`src/hw/rtl/sil_pkg.sv`:
```
// ---------------------------------------------------------------------------
// sil_pkg: shared types and constants
// Token format between front and back, lexer modes, character codes.
// ---------------------------------------------------------------------------
package sil_pkg;

    localparam int IDENT_MAX = 128;
    localparam int IDX_W     = $clog2(IDENT_MAX);
    localparam int LEN_W     = IDX_W + 1;
    localparam int CNT_W     = 21;
    localparam logic [CNT_W-1:0] TEXT_MAX = CNT_W'(1048576);
    localparam int Q_DEPTH   = 4;
    localparam int Q_PTR_W   = $clog2(Q_DEPTH);

    localparam logic [2:0] MODE_NORMAL  = 3'd0;
    localparam logic [2:0] MODE_STR     = 3'd1;
    localparam logic [2:0] MODE_STR_ESC = 3'd2;
    localparam logic [2:0] MODE_LINE    = 3'd3;
    localparam logic [2:0] MODE_BLOCK   = 3'd4;

    localparam logic [7:0] CH_QUOTE = 8'h27;
    localparam logic [7:0] CH_BSL   = 8'h5C;
    localparam logic [7:0] CH_STAR  = 8'h2A;
    localparam logic [7:0] CH_SLASH = 8'h2F;
    localparam logic [7:0] CH_DASH  = 8'h2D;
    localparam logic [7:0] CH_LF    = 8'h0A;
    localparam logic [7:0] CH_CR    = 8'h0D;
    localparam logic [7:0] CH_UNDER = 8'h5F;

    typedef struct packed {
        logic [CNT_W-1:0] pos;
        logic [CNT_W-1:0] line;
        logic [CNT_W-1:0] col;
    } t_loc;

    typedef struct packed {
        logic       is_text;
        logic [7:0] data;
        logic       elig;
        logic       next_ok;
        logic       last;
        t_loc       loc;
    } t_tok;

    function automatic logic word_char(input logic [7:0] c);
        return (c >= 8'h61 && c <= 8'h7A) || (c >= 8'h41 && c <= 8'h5A) ||
               (c >= 8'h30 && c <= 8'h39) || c == CH_UNDER;
    endfunction

    function automatic logic [CNT_W-1:0] sat_inc(input logic [CNT_W-1:0] v);
        return (v >= TEXT_MAX) ? TEXT_MAX : v + CNT_W'(1);
    endfunction

endpackage

```
`src/hw/rtl/sil_queue.sv`:
```
// ---------------------------------------------------------------------------
// sil_queue: token queue
// Short first-in first-out buffer between front and back.
// ---------------------------------------------------------------------------
module sil_queue (
    input  logic            i_clk,
    input  logic            i_rst_n,
    input  logic            i_push,
    input  sil_pkg::t_tok   i_tok,
    output logic            o_full,
    input  logic            i_pop,
    output sil_pkg::t_tok   o_tok,
    output logic            o_empty
);
    import sil_pkg::*;

    t_tok               r_mem [Q_DEPTH];
    logic [Q_PTR_W-1:0] r_wp, r_rp;
    logic [Q_PTR_W:0]   r_cnt;
    logic               do_push, do_pop;

    assign o_full  = (r_cnt == (Q_PTR_W+1)'(Q_DEPTH));
    assign o_empty = (r_cnt == '0);
    assign do_push = i_push && !o_full;
    assign do_pop  = i_pop && !o_empty;
    assign o_tok   = r_mem[r_rp];

    always_ff @(posedge i_clk) begin
        if (!i_rst_n) begin
            r_wp  <= '0;
            r_rp  <= '0;
            r_cnt <= '0;
        end else begin
            if (do_push) r_wp <= r_wp + Q_PTR_W'(1);
            if (do_pop)  r_rp <= r_rp + Q_PTR_W'(1);
            r_cnt <= r_cnt + (Q_PTR_W+1)'(do_push) - (Q_PTR_W+1)'(do_pop);
        end
    end

    always_ff @(posedge i_clk) begin
        if (do_push) r_mem[r_wp] <= i_tok;
    end

endmodule

```
`config.mk`:
```
export PLATFORM = sky130hd
export DESIGN_NAME = sil_queue
export DESIGN_NICKNAME = d
export VERILOG_FILES = /design/src/hw/rtl/sil_pkg.sv /design/src/hw/rtl/sil_queue.sv
export SDC_FILE = /design/constraint.sdc
export NUM_CORES = 1
export LEC_CHECK = 0
export ABC_CLOCK_PERIOD_IN_PS = 6500
export BUFFER_PORTS_ARGS = -buffer_cell sky130_fd_sc_hd__buf_2
export CELL_PAD_IN_SITES_DETAIL_PLACEMENT = 0
export CELL_PAD_IN_SITES_GLOBAL_PLACEMENT = 1
export CORE_MARGIN = 3
export CORE_UTILIZATION = 49
export CTS_BUF_LIST = sky130_fd_sc_hd__clkbuf_4 sky130_fd_sc_hd__clkbuf_8
export DETAILED_ROUTE_END_ITERATION = 16
export PLACE_DENSITY_LB_ADDON = 0.1
export SYNTH_ARGS = -nofsm -noshare
export SYNTH_HDL_FRONTEND = slang
export SYNTH_SLANG_ARGS = --single-unit
```
`constraint.sdc`:
```
create_clock -name i_clk -period 6.5 [get_ports i_clk]
set_input_delay 1.3 -clock i_clk [delete_from_list [all_inputs] [get_ports i_clk]]
set_output_delay 1.3 -clock i_clk [all_outputs]
set_load 0.005 [all_outputs]
```
==> out/results.env <==
OUTCOME='complete, no violations'
CLOCK_PIN_SLEW_ON_THE_WORST_SETUP_AND_HOLD_PATHS_NS=0.06
ROUTE.DETAILED.DRC=0
TIMING.SLEW.HEADROOM_PCT=21.7
SETUP.WORST_PATH.CLASS='flop to output port'
VIAS_IN_THE_FIRST_GLOBAL_ROUTE=5647
MAXIMUM_FANOUT_ALONG_THE_WORST_PATH=30
FLOORPLAN.DIE.WIDTH_UM=158
SETUP_VIOLATIONS=0
LEAKAGEPOWER_nW=4.53
VDD.IR_DROP.WORST_V=0.000197
MAPPEDNETLISTNETS=528
YOSYSMOSTFREQUENTCELL='edfxtp_1'
MIN-DELAY-PATH-CLASS='flop to flop'
GLOBAL_ROUTE.OVERFLOW_TOTAL=0
CLOCK_PATH_BUFFERS=3
FINAL_CORE_UTILIZATION_PCT=60.1
SYN_STD_CELL_AREA_UM2=11300
PORT-BUFFER-COUNT=155
MAPPED_AVG_CELL_AREA_UM2=25.6
TIMING.CRITICAL_PATH.CELLS='buf_4 -> mux4_2 -> buf_2'
CLOCK_SKEW_NS=0.0193
FINAL.SETUP.TNS_NS=0
MAX_CLOCK_FREQ_MHz=262
SYNTHCELLS=442
POST_DP_CELL_AREA_UM2=12400
FP.DIEH_UM=158
PLACEABLECOREAREA_UM2=22200
CTS_RESIZED=0
GRT_MAX_DEGREE=76
ANT_NETS=0
TRITONCTS='built'
CRITPATHCAPTURETYPE='output port'
CRIT_PATH_SLOWEST_CELL='mux4_2'
SYNTH_SEQUENTIAL_AREA_RATIO_PCT=81.3
NUM_IO_PINS=156
CRITPATHREQUIREDTIME_NS=5.20
POST_SYNTH_MAIN_AREA_CONTRIBUTORS='edfxtp_1, mux4_2, dfxtp_1, ha_1, buf_6'
PRE_CTS_SLACK_NS=2.92
CP_SLOWEST_STAGE_DELAY_NS=0.63
STARTPOINT_TYPE='flop'
SYNTH_ENABLE_FLOP_CELLS=300
AREA.GROWTH.SYNTH_TO_FINAL_PCT=18.3
DP_HPWL_MM=11.8
DRTPASS1ITERATIONS=4
GRT_PASS1_WL_MM=31.2
POST_DRT_VIA_CELL_RATIO=5.40
SYNTH_SEQ_CELLS=309
GRT_USE_TOTAL_PCT=16.7
LAYOUT_WORST_PATH_CYCLE_SHARE_PCT=58.7
FLOORPLAN_DIE_AREA_UM2=24900
SYNTH_CELL_TYPES=21
INSERTION_DELAY_NS=0.54
DR.FIRST_ITER.DRC_COUNT=324
HTREEDEPTH=2
ROUTEDWLPERCELL_UM=21.5
FILLERS=1591
SYNTH_TOP_CELL_AREA_SHARE_PCT=79.7
FLOORPLAN.INITIALDENSITY_PCT=50.8
SYNTH_COMMON_CELLS='edfxtp_1, mux4_2, dfxtp_1, and2_1, buf_2'
CTS_MADE_BUFFERS=49
FINISH.NET_COUNT=722
ARRIVAL_NS=2.51
SYNTH_LARGEST_AREA_CELL='edfxtp_1'
LAYOUT_MIN_CYCLE_TIME_NS=3.81
FINAL-MAX-SLEW-VIOLATION-COUNT=0
SYNTHESIS.YOSYS.WARNINGS=0
SINKS_ON_THE_CLOCK_NET=309
YS_DOMINANT_REG_CELL='edfxtp_1'
FLOORPLAN.ROWS=54
VIA_COUNT=5164
PLACE_CONGESTION=0.697
MAX_SLEW.WORST_PIN.SLEW_NS=1.17
FINAL-HOLD-VIOLATION-COUNT=0
FINAL_CELL_AREA_UM2=13400
WORST_HOLD_SLACK_NS=0.493
GRT_SETUP_UNREPAIRED='no'
LAYOUT-DRIVE-GT1-SHARE_PCT=48.2
CELL_AREA_POWER_DENSITY_nW_PER_UM2=380
ANTENNA_FOUND_INITIAL=2
WL_MM=20.6
CTS.ROOT.BUFFER_CELL='clkbuf_8'
POSTSYNTH.ASYNCRESETSHARE_PCT=0
DRV_CAP=0
FINAL_SETUP_MARGIN_NS=2.69
POSTCTSSETUPBUFFERS=0
CTS_HOLD_BUF=0
metal layers:
metal,share of wire (%),wire length [um],global-route usage [%]
met5,0.063,13,0
met4,2.2,446,5.58
met3,6.7,1390,4.62
met2,51,10400,27.4
met1,40,8320,21.9
stage by stage:
step	total power, mW	std cells
finish	5.07	957
global route	5.33	955
CTS	5.16	954
detailed placement	3.51	865
global placement	3.48	865
floorplan	3.13	442
power by group:
part / total, mW / internal (mW) / switching [mW]
clock: 1.64 / 0.947 / 0.692
combinational: 0.917 / 0.480 / 0.436
sequential: 2.52 / 2.42 / 0.0977
total: 5.07 / 3.85 / 1.23
state kept, by name (all words and copies together), names as in the netlist, named ones only:
register and count:
r_cnt 3, r_mem 300, r_rp 2, r_wp 2
worst max-delay path, delay by kind of cell, from the launching register on:
kind | cells | cell delay (ns)
buffers and inverters | 2 | 0.74
DFF | 1 | 0.57
muxes | 1 | 0.63
final timing paths:
kind | start | to | slack (ns) | cells after the start
max | flop | o_tok[69] | 2.69 | 3
min | r_rp[0] | flop | 0.49 | 2
max reg2reg | r_cnt[2] | r_mem[1][3] | 3.91 | 4
min reg2reg | r_rp[0] | flop | 0.49 | 2
logic make-up (layout without fill, tap and decap cells):
family          count (synthesis)  count (layout)  share of synthesized area (%)
buf+inv                        24             256                           1.34
xor+xnor                        2               2                          0.155
other cells                     0               3                              0
simple gates                   19              19                           1.01
fa+ha+maj                       7               7                          0.842
flops                         309             309                           81.3
compound gates                  4               4                          0.199
mux                            77              77                           15.1
cell usage in the layout (no fill, tap or decap), types with 2 or more instances in the layout:
| master | instances |
|---|---|
| clkbuf_4 | 25 |
| buf_4 | 6 |
| clkinv_1 | 7 |
| inv_1 | 6 |
| clkbuf_8 | 51 |
| and2_4 | 4 |
| mux2i_1 | 2 |
| ha_1 | 6 |
| buf_2 | 155 |
| xnor2_1 | 2 |
| dfxtp_4 | 2 |
| diode_2 | 3 |
| mux4_2 | 75 |
| nand2_1 | 6 |
| clkinv_2 | 3 |
| edfxtp_1 | 300 |
| dfxtp_1 | 7 |
| bufinv_16 | 2 |
| nor2b_1 | 2 |
| o21ai_0 | 3 |
| and2_1 | 3 |
cell type report:
cell class                 instances  area [um^2]  area share (%)
clock buffer                      76          890            6.66
sequential                       309         9200            68.8
multi-input combinational        109         1970            14.7
inverter                           6         22.5           0.169
antenna                            3         7.51          0.0562
clock inverter                    13          109           0.815
tap                              280          350            2.62
timing repair buffer             161          821            6.14
Note: power is estimated with default switching activity, not from simulation.
