<file path="src/hw/rtl/sil_pkg.sv">
// ---------------------------------------------------------------------------
// sil_pkg: shared types and constants
// Token format between front and back, lexer modes, character codes.
// ---------------------------------------------------------------------------
package sil_pkg;

    localparam int IDENT_MAX = 128;
    localparam int IDX_W     = $clog2(IDENT_MAX);
    localparam int LEN_W     = IDX_W + 1;
    localparam int CNT_W     = 21;
    localparam logic [CNT_W-1:0] TEXT_MAX = CNT_W'(1048576);
    localparam int Q_DEPTH   = 4;
    localparam int Q_PTR_W   = $clog2(Q_DEPTH);

    localparam logic [2:0] MODE_NORMAL  = 3'd0;
    localparam logic [2:0] MODE_STR     = 3'd1;
    localparam logic [2:0] MODE_STR_ESC = 3'd2;
    localparam logic [2:0] MODE_LINE    = 3'd3;
    localparam logic [2:0] MODE_BLOCK   = 3'd4;

    localparam logic [7:0] CH_QUOTE = 8'h27;
    localparam logic [7:0] CH_BSL   = 8'h5C;
    localparam logic [7:0] CH_STAR  = 8'h2A;
    localparam logic [7:0] CH_SLASH = 8'h2F;
    localparam logic [7:0] CH_DASH  = 8'h2D;
    localparam logic [7:0] CH_LF    = 8'h0A;
    localparam logic [7:0] CH_CR    = 8'h0D;
    localparam logic [7:0] CH_UNDER = 8'h5F;

    typedef struct packed {
        logic [CNT_W-1:0] pos;
        logic [CNT_W-1:0] line;
        logic [CNT_W-1:0] col;
    } t_loc;

    typedef struct packed {
        logic       is_text;
        logic [7:0] data;
        logic       elig;
        logic       next_ok;
        logic       last;
        t_loc       loc;
    } t_tok;

    function automatic logic word_char(input logic [7:0] c);
        return (c >= 8'h61 && c <= 8'h7A) || (c >= 8'h41 && c <= 8'h5A) ||
               (c >= 8'h30 && c <= 8'h39) || c == CH_UNDER;
    endfunction

    function automatic logic [CNT_W-1:0] sat_inc(input logic [CNT_W-1:0] v);
        return (v >= TEXT_MAX) ? TEXT_MAX : v + CNT_W'(1);
    endfunction

endpackage

</file>
<file path="src/hw/rtl/sil_if.sv">
// ---------------------------------------------------------------------------
// sil_if: item channels
// Input byte channel and result channel, valid/ready handshake.
// ---------------------------------------------------------------------------
interface sil_in_if;
    logic       valid;
    logic       ready;
    logic       action;
    logic [7:0] data_byte;
    logic       last;
    modport source (output valid, action, data_byte, last, input ready);
    modport sink   (input valid, action, data_byte, last, output ready);
endinterface


</file>
<file path="src/hw/rtl/sil_front.sv">
// ---------------------------------------------------------------------------
// sil_front: lexer and position counters
// Accept items, classify text bytes one byte late, emit tokens.
// ---------------------------------------------------------------------------
module sil_front (
    input  logic            i_clk,
    input  logic            i_rst_n,
    sil_in_if.sink          i_item,
    input  logic            i_full,
    output logic            o_push,
    output sil_pkg::t_tok   o_tok
);
    import sil_pkg::*;

    logic [2:0]       r_mode, n_mode;
    logic             r_skip, n_skip;
    logic             r_look_v, n_look_v;
    logic [7:0]       r_look_b, n_look_b;
    logic             r_look_pok, n_look_pok;
    t_loc             r_look_loc, n_look_loc;
    logic [CNT_W-1:0] r_bc, n_bc, r_line, n_line, r_col, n_col;
    logic             r_prev_cr, n_prev_cr;
    logic             r_flush, n_flush;

    logic             accept, nxv, cand;
    logic [2:0]       lx_mode;
    logic             lx_skip;

    assign i_item.ready = !r_flush && !i_full;
    assign accept = i_item.valid && i_item.ready;
    assign nxv = !r_flush;

    always_comb begin
        lx_mode = r_mode;
        lx_skip = 1'b0;
        cand    = 1'b0;
        if (r_skip) begin
            lx_skip = 1'b0;
        end else begin
            unique case (r_mode)
                MODE_LINE: begin
                    if (r_look_b == CH_LF) lx_mode = MODE_NORMAL;
                end
                MODE_BLOCK: begin
                    if (r_look_b == CH_STAR && nxv && i_item.data_byte == CH_SLASH) begin
                        lx_mode = MODE_NORMAL;
                        lx_skip = 1'b1;
                    end
                end
                MODE_STR_ESC: lx_mode = MODE_STR;
                MODE_STR: begin
                    if (r_look_b == CH_BSL) lx_mode = MODE_STR_ESC;
                    else if (r_look_b == CH_QUOTE) lx_mode = MODE_NORMAL;
                end
                default: begin
                    if (r_look_b == CH_QUOTE) begin
                        lx_mode = MODE_STR;
                    end else if (r_look_b == CH_DASH && nxv && i_item.data_byte == CH_DASH) begin
                        lx_mode = MODE_LINE;
                        lx_skip = 1'b1;
                    end else if (r_look_b == CH_SLASH && nxv
                                 && i_item.data_byte == CH_STAR) begin
                        lx_mode = MODE_BLOCK;
                        lx_skip = 1'b1;
                    end else begin
                        cand = 1'b1;
                    end
                end
            endcase
        end
    end

    always_comb begin
        n_mode     = r_mode;
        n_skip     = r_skip;
        n_look_v   = r_look_v;
        n_look_b   = r_look_b;
        n_look_pok = r_look_pok;
        n_look_loc = r_look_loc;
        n_bc       = r_bc;
        n_line     = r_line;
        n_col      = r_col;
        n_prev_cr  = r_prev_cr;
        n_flush    = r_flush;
        o_push     = 1'b0;
        o_tok      = '{is_text: 1'b1, data: r_look_b, elig: cand && r_look_pok,
                       next_ok: 1'b1, last: 1'b0, loc: r_look_loc};
        if (r_flush) begin
            if (!i_full) begin
                o_push   = 1'b1;
                o_tok.last = 1'b1;
                n_flush  = 1'b0;
                n_mode   = MODE_NORMAL;
                n_skip   = 1'b0;
                n_look_v = 1'b0;
                n_bc     = '0;
                n_line   = CNT_W'(1);
                n_col    = CNT_W'(1);
                n_prev_cr = 1'b0;
            end
        end else if (accept && !i_item.action) begin
            o_push       = 1'b1;
            o_tok.is_text = 1'b0;
            o_tok.data   = i_item.data_byte;
            o_tok.elig   = 1'b0;
            o_tok.last   = i_item.last;
            n_mode   = MODE_NORMAL;
            n_skip   = 1'b0;
            n_look_v = 1'b0;
            n_bc     = '0;
            n_line   = CNT_W'(1);
            n_col    = CNT_W'(1);
            n_prev_cr = 1'b0;
        end else if (accept) begin
            if (r_look_v) begin
                o_push        = 1'b1;
                o_tok.next_ok = !word_char(i_item.data_byte);
                n_mode        = lx_mode;
                n_skip        = lx_skip;
            end
            n_look_pok = (r_bc == '0) || !word_char(r_look_b);
            n_look_loc = '{pos: sat_inc(r_bc), line: r_line, col: r_col};
            n_look_b   = i_item.data_byte;
            n_look_v   = 1'b1;
            n_bc       = sat_inc(r_bc);
            if (i_item.data_byte == CH_CR) begin
                n_line = sat_inc(r_line);
                n_col  = CNT_W'(1);
            end else if (i_item.data_byte == CH_LF) begin
                if (!r_prev_cr) begin
                    n_line = sat_inc(r_line);
                    n_col  = CNT_W'(1);
                end
            end else begin
                n_col = sat_inc(r_col);
            end
            n_prev_cr = (i_item.data_byte == CH_CR);
            n_flush   = i_item.last;
        end
    end

    always_ff @(posedge i_clk) begin
        if (!i_rst_n) begin
            r_mode    <= MODE_NORMAL;
            r_skip    <= 1'b0;
            r_look_v  <= 1'b0;
            r_bc      <= '0;
            r_line    <= CNT_W'(1);
            r_col     <= CNT_W'(1);
            r_prev_cr <= 1'b0;
            r_flush   <= 1'b0;
        end else begin
            r_mode    <= n_mode;
            r_skip    <= n_skip;
            r_look_v  <= n_look_v;
            r_bc      <= n_bc;
            r_line    <= n_line;
            r_col     <= n_col;
            r_prev_cr <= n_prev_cr;
            r_flush   <= n_flush;
        end
    end

    always_ff @(posedge i_clk) begin
        r_look_b   <= n_look_b;
        r_look_pok <= n_look_pok;
        r_look_loc <= n_look_loc;
    end

endmodule

</file>
<file path="src/flat_wrapper.sv">
// flat-port wrapper written by rule: the top's interface ports become plain ports
module sil_front_flat import sil_pkg::*;
  (i_clk, i_rst_n, i_full, o_push, o_tok, i_item_valid, i_item_action, i_item_data_byte, i_item_last, i_item_ready);
  sil_in_if i_item_i ();
  input  logic i_clk;
  input  logic i_rst_n;
  input  logic i_full;
  output logic o_push;
  output sil_pkg::t_tok o_tok;
  input wire logic [$bits(i_item_i.valid)-1:0] i_item_valid;
  input wire logic [$bits(i_item_i.action)-1:0] i_item_action;
  input wire logic [$bits(i_item_i.data_byte)-1:0] i_item_data_byte;
  input wire logic [$bits(i_item_i.last)-1:0] i_item_last;
  output wire logic [$bits(i_item_i.ready)-1:0] i_item_ready;
  assign i_item_i.valid = i_item_valid;
  assign i_item_i.action = i_item_action;
  assign i_item_i.data_byte = i_item_data_byte;
  assign i_item_i.last = i_item_last;
  assign i_item_ready = i_item_i.ready;
  sil_front u_core (.i_clk(i_clk), .i_rst_n(i_rst_n), .i_item(i_item_i), .i_full(i_full), .o_push(o_push), .o_tok(o_tok));
endmodule
</file>
<file path="config.mk">
export PLATFORM = sky130hd
export DESIGN_NAME = sil_front_flat
export DESIGN_NICKNAME = d
export VERILOG_FILES = /design/src/hw/rtl/sil_pkg.sv /design/src/hw/rtl/sil_if.sv /design/src/hw/rtl/sil_front.sv /design/src/flat_wrapper.sv
export SDC_FILE = /design/constraint.sdc
export NUM_CORES = 1
export LEC_CHECK = 0
export BUFFER_PORTS_ARGS = -buffer_cell sky130_fd_sc_hd__buf_2
export CAP_MARGIN = 30
export CELL_PAD_IN_SITES_DETAIL_PLACEMENT = 1
export CELL_PAD_IN_SITES_GLOBAL_PLACEMENT = 1
export CORE_MARGIN = 2
export CORE_UTILIZATION = 45
export CTS_CLUSTER_SIZE = 10
export DETAILED_ROUTE_END_ITERATION = 7
export PLACE_DENSITY_LB_ADDON = 0.1
export SLEW_MARGIN = 20
export SYNTH_ARGS = -nofsm -noshare
export SYNTH_HDL_FRONTEND = slang
export SYNTH_SLANG_ARGS = --single-unit
</file>
<file path="constraint.sdc">
create_clock -name i_clk -period 2.55 [get_ports i_clk]
set_clock_uncertainty 0.2 [all_clocks]
set_input_delay 0.255 -clock i_clk [delete_from_list [all_inputs] [get_ports i_clk]]
set_output_delay 0.255 -clock i_clk [all_outputs]
set_load 0.01 [all_outputs]
</file>
==> summary.txt <==
Post-Syn Instances: 592
endpoints failing hold: 0
Seq/Total Area, Yosys: 56.5%
hold path cells: 3
IR drop worst, VDD: 0.000367 V
Sequential Power Share: 46.1%
most frequent cells in the layout: buf_2 (90), nor2_1 (89), edfxtp_1 (72), dfxtp_1 (70), nand2_1 (44)
Data required, critical path: 2100 ps
Area Overhead vs Synth: 23.2%
final hold slack: 117 ps
TritonCTS clock tree: built
Synth Cell Area: 0.00631 mm2
clock-pin slew on the worst setup and hold paths: 60 ps
fin nets: 728
synth top area cells: edfxtp_1 (34%), dfxtp_1 (22%), nor2_1 (5.4%)
Initial Util: 45.8%
post-route ant nets: 0
max-slew violations: 0
Root Buffer: clkbuf_16
fillcell total: 1539
# clock sinks: 142
largest family of logic cells by synthesized area: simple AND/OR/NAND/NOR gates
ys flop type: edfxtp_1
Worst R2R Setup Slack: 150 ps
n_diodes: 0
Reg2Reg Depth: 6
commonest non-fill, non-tap cell in the layout: buf_2
Reg area: 0.00356 mm2
Routed WL: 15.6 mm
Synth cell types: 75
Cells after DPL: 858
Worst Setup Path Type: reg2out
layout cells sized above 1: 24.0%
die height: 122 um
Yosys warnings: 0
antenna violations before repair: 0
internal power: 4170 uW
Remaining Overflow, GRT: 0
R2R Path End: u_core.r_mode[2]
Ports: 91
Reg-to-Reg Start: u_core.r_look_b[7]
wire length per cell: 17.3 um
combinational share of power: 5.0%
Worst setup SP type: register
area fraction of the dominant cell type after synthesis: 34.3%
cell accounting for the most synthesized area: edfxtp_1
Die Area: 0.0150 mm2
final core occ: 56.4%
slew margin rel.: 63.4%
Die Wd: 122 um
CP Cell Sequence: or4b_4 -> nor4_4 -> and2b_4 -> nor2_1 -> buf_2
Max FO, Critical Path: 3
HP Start: i_full
post-synthesis mux area share: 1.74%
family with the most delay on the worst path: simple AND/OR/NAND/NOR gates
EDFF count, synth: 72
final cycle utilization of the critical path: 97.4%
post-route minimum period: 2480 ps
Buf/Inv on CP: 1
largest net degree at the start of global routing: 57
mean post-synth cell area: 10.7 um2
area of the multi-input gates: 0.00262 mm2
Worst-Margin Slew: 543 ps
Non-Filler Instances: 901
DRC: 0
Initial DRC Count: 256
DR vias/cell: 5.46
Worst Path Arrival: 2030 ps
Syn Nets: 612
Net Sw Frac: 21.1%
Clock Power Share: 48.9%
# setup viols final: 0
compound-cell area share of the yosys netlist: 9.24%
Slowest cell on crit path: or4b_4
post-route cell area: 0.00777 mm2
#FFs+latches synth: 142
Sw Pwr: 1120 uW
area of placed instances: 0.00703 mm2
port bufs: 90
GRT Util Overall: 21.8%
Pre-antenna DRT Iters: 4
ys async rst share: 0%
core footprint: 0.0138 mm2
PD cells: 681 mW/mm2
worst hold-check path type: in2reg
xor/xnor share of the synthesized area: 6.94%
Post-Synth Adder-Cell Area: 1.35%
Clock Tree Buf Depth: 2
simple-gate area share of the yosys netlist: 21.9%
GPL Wtd Cong: 0.819
first-pass GRT wire length: 25.4 mm
post-DP HPWL: 10.6 mm
WHS Endpoint: u_core.r_flush
maximum clock rate: 403 MHz
FP Rows: 43
H-tree Lvls: 4
DR vias: 4918
maxcap violations: 0
Pleak: 0.00303 uW
CP max stage delay: 590 ps
critical path endpoint category: output pin
clk_lat worst skew: 420 ps
vias in the first global route: 5076
outcome: finished clean
CTS buffer count: 17
[flip-flops by register name (all words and copies together), names as in the netlist, 3 cells and up]
name             count
u_core.o_tok        63
u_core.r_bc         21
u_core.r_col        21
u_core.r_line       21
u_core.r_look_b      8
u_core.r_mode        3
[worst max-delay path by stage]
stage,cells past startpoint,from,end,slack [ps]
3_5_place_dp,6,u_core.r_look_b[7],u_core.r_mode[2],100
5_1_grt,5,u_core.r_look_b[7],o_tok[65],-30
6_report,5,u_core.r_look_b[7],o_tok[65],70
2_1_floorplan,4,u_core.r_flush,u_core.o_tok[0],140
3_3_place_gp,6,u_core.r_look_b[7],u_core.r_mode[2],170
4_1_cts,5,u_core.r_flush,o_tok[64],10
[cell type report]
type	count	share of cell area, %
clock buffer	21	5.80
clock inverter	11	2.11
inverter	14	0.676
multi-input combinational	415	33.7
sequential	142	45.8
tap	180	2.90
timing repair buffer	118	8.98
[metrics by stage]
step           worst slack [ps]  setup TNS [ps]  power, uW
6_report                   66.5               0       5290
5_1_grt                   -31.7           -42.7       5470
4_1_cts                    11.5               0       5340
3_5_place_dp                100               0       2740
3_3_place_gp                168               0       2730
2_1_floorplan               138               0       2640
[per-layer routing]
metal	share of wire [%]	track usage, %
met5	0	0
met3	3.3	5.25
met2	51	38.3
met4	1.3	6.47
met1	44	26.4
[worst reg2reg max path, cell delays in order, from the launching register on]
cell and delay, ps:
edfxtp_1 410, buf_4 180, or4_2 670, nor2_2 160, o221ai_2 150, nor2_4 180, mux2_2 350
[cells in the mapped netlist (all sizes together), types with 11 or more instances]
library cell and number:
nor3 14, xnor2 15, o21ai 15, edfxtp 72
nand4 26, xor2 35, nor2 92, inv 14
and3 11, dfxtp 70, nand3 23, a21oi 20
nand2 44, clkbuf 12
[power groups by stage]
| stage | Combinational (uW) | Sequential (uW) | Clock, uW |
|---|---|---|---|
| after floorplan | 144 | 2490 | 0 |
| after global placement | 243 | 2490 | 0 |
| after detailed placement | 251 | 2490 | 0 |
| after CTS | 266 | 2440 | 2640 |
| after global routing | 294 | 2440 | 2730 |
| final | 265 | 2440 | 2590 |
[kinds of logic after synthesis]
group           after synthesis
simple gates                265
flops                       142
compound gates               83
xor+xnor                     50
buf+inv                      35
mux                          10
fa+ha+maj                     7
[what timing repair did]
item,in CTS,in global routing
gates resized for setup,0,5
endpoints found under the setup margin,1,5
hold endpoints to repair,10,0
buffers inserted,1,0
hold buffers,10,0
pin swaps,1,0
Note: power is estimated with default switching activity, not from simulation.
